## config.mk

```make
export PLATFORM = sky130hd
export DESIGN_NAME = cwcm_div_pipe
export DESIGN_NICKNAME = d
export VERILOG_FILES = /design/src/cwcm_div_pipe.sv
export SDC_FILE = /design/constraint.sdc
export NUM_CORES = 2
export LEC_CHECK = 0
export ABC_AREA = 1
export BUFFER_PORTS_ARGS = -buffer_cell sky130_fd_sc_hd__buf_2
export CAP_MARGIN = 20
export CORE_AREA = 2 2 286 288
export CTS_BUF_LIST = sky130_fd_sc_hd__clkbuf_4 sky130_fd_sc_hd__clkbuf_8
export DETAILED_ROUTE_END_ITERATION = 10
export DIE_AREA = 0 0 288 290
export HOLD_SLACK_MARGIN = 0.1
export PLACE_DENSITY = 0.82
export SLEW_MARGIN = 40
export SYNTH_ARGS = -nofsm -noshare
export SYNTH_HDL_FRONTEND = slang
export SYNTH_SLANG_ARGS = --single-unit
```

## constraint.sdc

```tcl
create_clock -name clock -period 4.2 [get_ports clock]
set_clock_uncertainty 0.05 [all_clocks]
set_input_delay 0 -clock clock [delete_from_list [all_inputs] [get_ports clock]]
set_output_delay 0 -clock clock [all_outputs]
set_load 0.02 [all_outputs]
```

## src/cwcm_div_pipe.sv

```systemverilog
// Pipelined restoring divider, one quotient bit per stage, with overflow flag
// and a sideband bus that travels with the data. No package dependency.
`timescale 1ns / 1ps

module cwcm_div_pipe #(
   parameter int NUM_W  = 40,
   parameter int DEN_W  = 20,
   parameter int QUO_W  = 17,
   parameter int SIDE_W = 1
) (
   input  logic              clock,
   input  logic              reset,
   input  logic              in_valid,
   input  logic [NUM_W-1:0]  in_num,
   input  logic [DEN_W-1:0]  in_den,
   input  logic [SIDE_W-1:0] in_side,
   output logic              out_valid,
   output logic [QUO_W-1:0]  out_quo,
   output logic              out_ovf,
   output logic [SIDE_W-1:0] out_side
);

   localparam int HI_W  = NUM_W - QUO_W;
   localparam int CMP_W = (HI_W > DEN_W) ? HI_W : DEN_W;

   logic              valid_ff [0:QUO_W];
   logic              ovf_ff   [0:QUO_W];
   logic [QUO_W-1:0]  quo_ff   [0:QUO_W];
   logic [SIDE_W-1:0] side_ff  [0:QUO_W];
   logic [DEN_W-1:0]  den_ff   [0:QUO_W-1];
   logic [DEN_W-1:0]  rem_ff   [0:QUO_W-1];
   logic [QUO_W-1:0]  low_ff   [0:QUO_W-1];

   logic [CMP_W-1:0] hi_ext;
   logic [CMP_W-1:0] den_ext;

   // quotient fits in QUO_W bits only when the high part is below the divisor
   assign hi_ext  = CMP_W'(in_num[NUM_W-1:QUO_W]);
   assign den_ext = CMP_W'(in_den);

   always_ff @(posedge clock) begin
      if (reset) begin
         valid_ff[0] <= 1'b0;
      end else begin
         valid_ff[0] <= in_valid;
      end
   end

   always_ff @(posedge clock) begin
      ovf_ff[0]  <= (hi_ext >= den_ext);
      rem_ff[0]  <= DEN_W'(hi_ext);
      low_ff[0]  <= in_num[QUO_W-1:0];
      quo_ff[0]  <= '0;
      den_ff[0]  <= in_den;
      side_ff[0] <= in_side;
   end

   for (genvar k = 0; k < QUO_W; k++) begin : g_stage
      logic [DEN_W:0] trial;
      logic [DEN_W:0] diff;
      logic           take;

      assign trial = {rem_ff[k], low_ff[k][QUO_W-1]};
      assign diff  = trial - {1'b0, den_ff[k]};
      assign take  = (trial >= {1'b0, den_ff[k]});

      always_ff @(posedge clock) begin
         if (reset) begin
            valid_ff[k+1] <= 1'b0;
         end else begin
            valid_ff[k+1] <= valid_ff[k];
         end
      end

      always_ff @(posedge clock) begin
         ovf_ff[k+1]  <= ovf_ff[k];
         quo_ff[k+1]  <= (quo_ff[k] << 1) | QUO_W'(take);
         side_ff[k+1] <= side_ff[k];
      end

      if (k < QUO_W - 1) begin : g_carry
         always_ff @(posedge clock) begin
            rem_ff[k+1] <= take ? diff[DEN_W-1:0] : trial[DEN_W-1:0];
            low_ff[k+1] <= low_ff[k] << 1;
            den_ff[k+1] <= den_ff[k];
         end
      end
   end

   assign out_valid = valid_ff[QUO_W];
   assign out_quo   = quo_ff[QUO_W];
   assign out_ovf   = ovf_ff[QUO_W];
   assign out_side  = side_ff[QUO_W];

endmodule

```

# Word-level counts from Yosys, hierarchy flattened

Memory sizes are Yosys's and may differ from the RTL's.
Index checks and enable logic that the tools add are counted.

Bits of input ports: 64
Output and inout port bits: 20
Latch bits: 0
Memories: 7
Logic and storage cells: 113
ROM bits: 0
Flip-flop bits (word level): 0
Memory bits (writable): 1,329

Memories:

| name        | words | bits a word | read ports | clocked after memory_dff | wr ports | RTL line | RTL |
|---|---|---|---|---|---|---|---|
| den_ff      | 17    | 20          | 17         | 0                        | 17       | 30       | `logic [DEN_W-1:0] den_ff [0:QUO_W-1];` |
| rem_ff      | 17    | 20          | 17         | 0                        | 17       | 31       | `logic [DEN_W-1:0] rem_ff [0:QUO_W-1];` |
| quo_ff      | 18    | 17          | 18         | 0                        | 18       | 28       | `logic [QUO_W-1:0] quo_ff [0:QUO_W];` |
| low_ff      | 17    | 17          | 17         | 0                        | 17       | 32       | `logic [QUO_W-1:0] low_ff [0:QUO_W-1];` |
| ovf_ff      | 18    | 1           | 18         | 0                        | 18       | 27       | `logic ovf_ff [0:QUO_W];` |
| side_ff     | 18    | 1           | 18         | 0                        | 18       | 29       | `logic [SIDE_W-1:0] side_ff [0:QUO_W];` |
| +1 memories | n/a   | n/a         | n/a        | n/a                      | n/a      | n/a      |  |

Divide/modulo/power cells: 0
Equality and inequality tests: 0
$mul: 0
Shifts and indexed selects: 0
Add/subtract/negate cells: 16
Multiplexer cells: 37
$lt $le $gt $ge: 18
Bitwise gates (word level): 35
Reduce and logical (&&, ||, !) cells: 0

Operators with widths:

| cell           | count |
|---|---|
| $ge 21x20->1   | 17 |
| $mux 20        | 16 |
| $sub 20x20->20 | 16 |
| $or 17x1->17   | 17 |
| $ge 23x20->1   | 1 |
| $mux 1         | 21 |
| $or 1x1->1     | 18 |

# Logic depth before layout (Yosys ltp)

Word-level depth: 3
Mapped depth: 14
Gate-level depth less buffers: 13

# Worst setup path before layout

No wires, ideal clock.

Path kind: register -> register
Start: memory low_ff[9][16] (netlist: low_ff[0][169])
End: memory rem_ff[10][16] (netlist: rem_ff[0][216])
Period minus slack after synthesis: 1.771 ns
Required time: 4.037 ns
Setup time: 0.113 ns
Cell stages (with the launch flop): 14
Setup slack: 2.429 ns
Data arrival time: 1.608 ns
Cells stage by stage: dfxtp_1 inv_1 ha_1 fa_1 inv_1 nand3_1 nand3_1 nand2_1 nand2_1 nand2_1 nand2_1 nand2_1 nand3_1 nand2_1

RTL lines:

| element     | RTL line |
|---|---|
| from (decl) | 32 |
| to (decl)   | 31 |

==> metrics.txt <==
status finished clean; TritonCTS Sinks 1040; die height 290 µm; vias in the first global route 39500; Initial Utilization 0.599; Crit Path Class input pin to register; WP data required 4830 ps; post-synth top area share 0.433; hold crit path type register to register; Root Driver clkbuf_8; CP startpoint kind input pin; Post-DP HPWL 98300 µm; sequential cell area fraction in the yosys report 0.433; commonest cells after routing, fill and taps aside 2389 x nand2_1, 1112 x inv_1, 1040 x dfxtp_1; area leader, netlist dfxtp_1; cell count after synthesis approximately 6600; Setup Viol. Count Final 0; Slowest cell on crit path dlygate4sd3_1; Worst setup EP type register; Rows 104; WL per Instance 16.0 µm; Clock transition at path regs around 70 ps; initial antenna violation count 6; IO Count between 80 and 90; #FFs+latches synth 1040; total number of yosys warnings 0; Clock power frac 0.210; share of post-route cells with drive strength above 1 0.0661; Seq pwr share 0.328; Int Pwr 24.4 mW; combinational power share 0.462; DRT antenna net count 0; CTS tree built; Max Cap Viol 0; Max rail drop VDD between 400 and 500 µV; later-pin clock latency in the skew report 800 ps; Die ar. 83500 µm²; PnR Total Power 43.2 mW; total track usage 0.308; critical path arrival 3170 ps; setup TNS 0 ps; Synth cell types 34; DR vias/cell 5.09; buffers added on ports between 80 and 90; router iterations before antenna repair 6; post-synth net total 7041; Num CTS Buffers 158; via count 41300; clock buffer depth 3; DRC 0; area grow syn2layout 12.5%; unrepaired setup endpoints after global routing no; post-CTS sizing 0; Overflow after GRT 0; Fin Hold WS 261 ps; CP cell instances dlygate4sd3_1 > buf_2 > ha_1 > a21oi_1 > o21a_1 > nor2_1 > nor3_1 > dlygate4sd3_1 > nand4_1 > dlygate4sd3_1; largest net degree at the start of global routing 25; largest fanout on the critical path 3; Worst slew margin 0.580; Util after Layout 0.674; # H-tree levels 4; Initial DRC Count 3887; Lkg Pwr 29.4 nW; final hold vios 0; die width between 200 and 300 µm; Post-Route WL between 100000 and 150000 µm; Sw Share 0.434; first-pass GRT wire length 204000 µm; crit path time final 2540 ps; final period utilization 0.604; Slew @ Worst Pin 628 ps; Post-Syn Area 48000 µm²; core area roughly 80000 µm²; final max-slew violation count 0; sw power 18.8 mW; fmax 394 MHz; CP max stage delay 680 ps; pwr/cell area 800 nW/µm²; Total Nets Final between 7000 and 8000; routability cong. 0.995; Synth Area per Inst 7.28 µm²; Synth area leaders dfxtp_1 43%, nand2_1 19%, ha_1 9.4%; commonest non-fill, non-tap cell in the layout nand2_1; Top cell by count, worst path dlygate4sd3_1
-- cell families after synthesis --
logic type	synth area share
compound gates	0.0372
fa+ha+maj	0.100
flops	0.433
xor+xnor	0.0277
buf+inv	0.100
simple gates	0.301
-- what timing repair did --
action,4_1_cts,5_1_grt
buffers inserted,0,0
hold buffers,125,0
endpoints found under the hold margin,77,0
-- stage by stage --
stage | setup slack, ps | area [µm²] | instances
global placement | 1890 | 49300 | 7694
detailed placement | 1890 | 49300 | 7694
floorplan | 2430 | 48000 | 6601
global route | 1600 | 54000 | 8097
CTS | 1800 | 54000 | 8094
finish | 1660 | 54000 | 8097
-- flip-flops by register name, indices dropped and copies added, names as in the netlist --
signal    flops
rem_ff      340
side_ff      18
valid_ff     18
ovf_ff       18
den_ff      340
low_ff      153
quo_ff      153
-- worst paths after layout --
check                 startpoint             end  slack, ps  depth (start not counted)
hold reg to reg   low_ff[0][234]  low_ff[0][252]        260                          0
setup reg to reg    den_ff[0][4]   rem_ff[0][37]       1740                         13
setup / recovery      in_num[33]       ovf_ff[0]       1660                         10
hold / removal    low_ff[0][234]  low_ff[0][252]        260                          0
-- critical path: cells and delay by family --
| family | cells | cell delay, ps |
|---|---|---|
| and+or+nand+nor | 3 | 470 |
| adders and majority gates | 1 | 350 |
| buffers and inverters | 4 | 2080 |
| AOI/OAI and AO/OA | 2 | 270 |
-- routing by layer --
metal	GRT usage	wire length, µm	vias up
li1	-	-	20900
met1	0.421	58100	18500
met2	0.482	56500	1561
met3	0.0515	9940	319
met4	0.126	4920	4
met5	0	17	-
-- power by group through the flow --
stage	clock [mW]	combinational, mW	sequential, mW
2_1_floorplan	0	15.3	13.6
6_report	9.07	20.0	14.2
3_5_place_dp	0	19.3	14.3
4_1_cts	9.18	19.6	14.2
3_3_place_gp	0	19.0	14.3
5_1_grt	9.63	22.6	14.3
-- cells in the mapped netlist, drive strengths merged --
master	number
inv	1142
ha	360
o21bai	10
a21oi	235
dfxtp	1040
or2	1
fa	16
xor2	134
clkbuf	2
o21a	17
nand3b	81
o21ai	71
nor4	3
nand2	2422
o211ai	1
nand3	429
a21o	1
nor3	58
nor3b	1
xnor2	18
nand4	29
nor2	481
buf	48
o221ai	1
-- cell type report --
| class | instances | area (µm²) |
|---|---|---|
| multi-input combinational | 4369 | 22400 |
| antenna | 3 | 7.51 |
| sequential | 1040 | 20800 |
| clock inverter | 46 | 563 |
| timing repair buffer | 208 | 1670 |
| inverter | 1142 | 4330 |
| clock buffer | 229 | 2900 |
| tap | 1060 | 1330 |
| fill | 6823 | 26100 |
(Power assumes the default switching activity.)
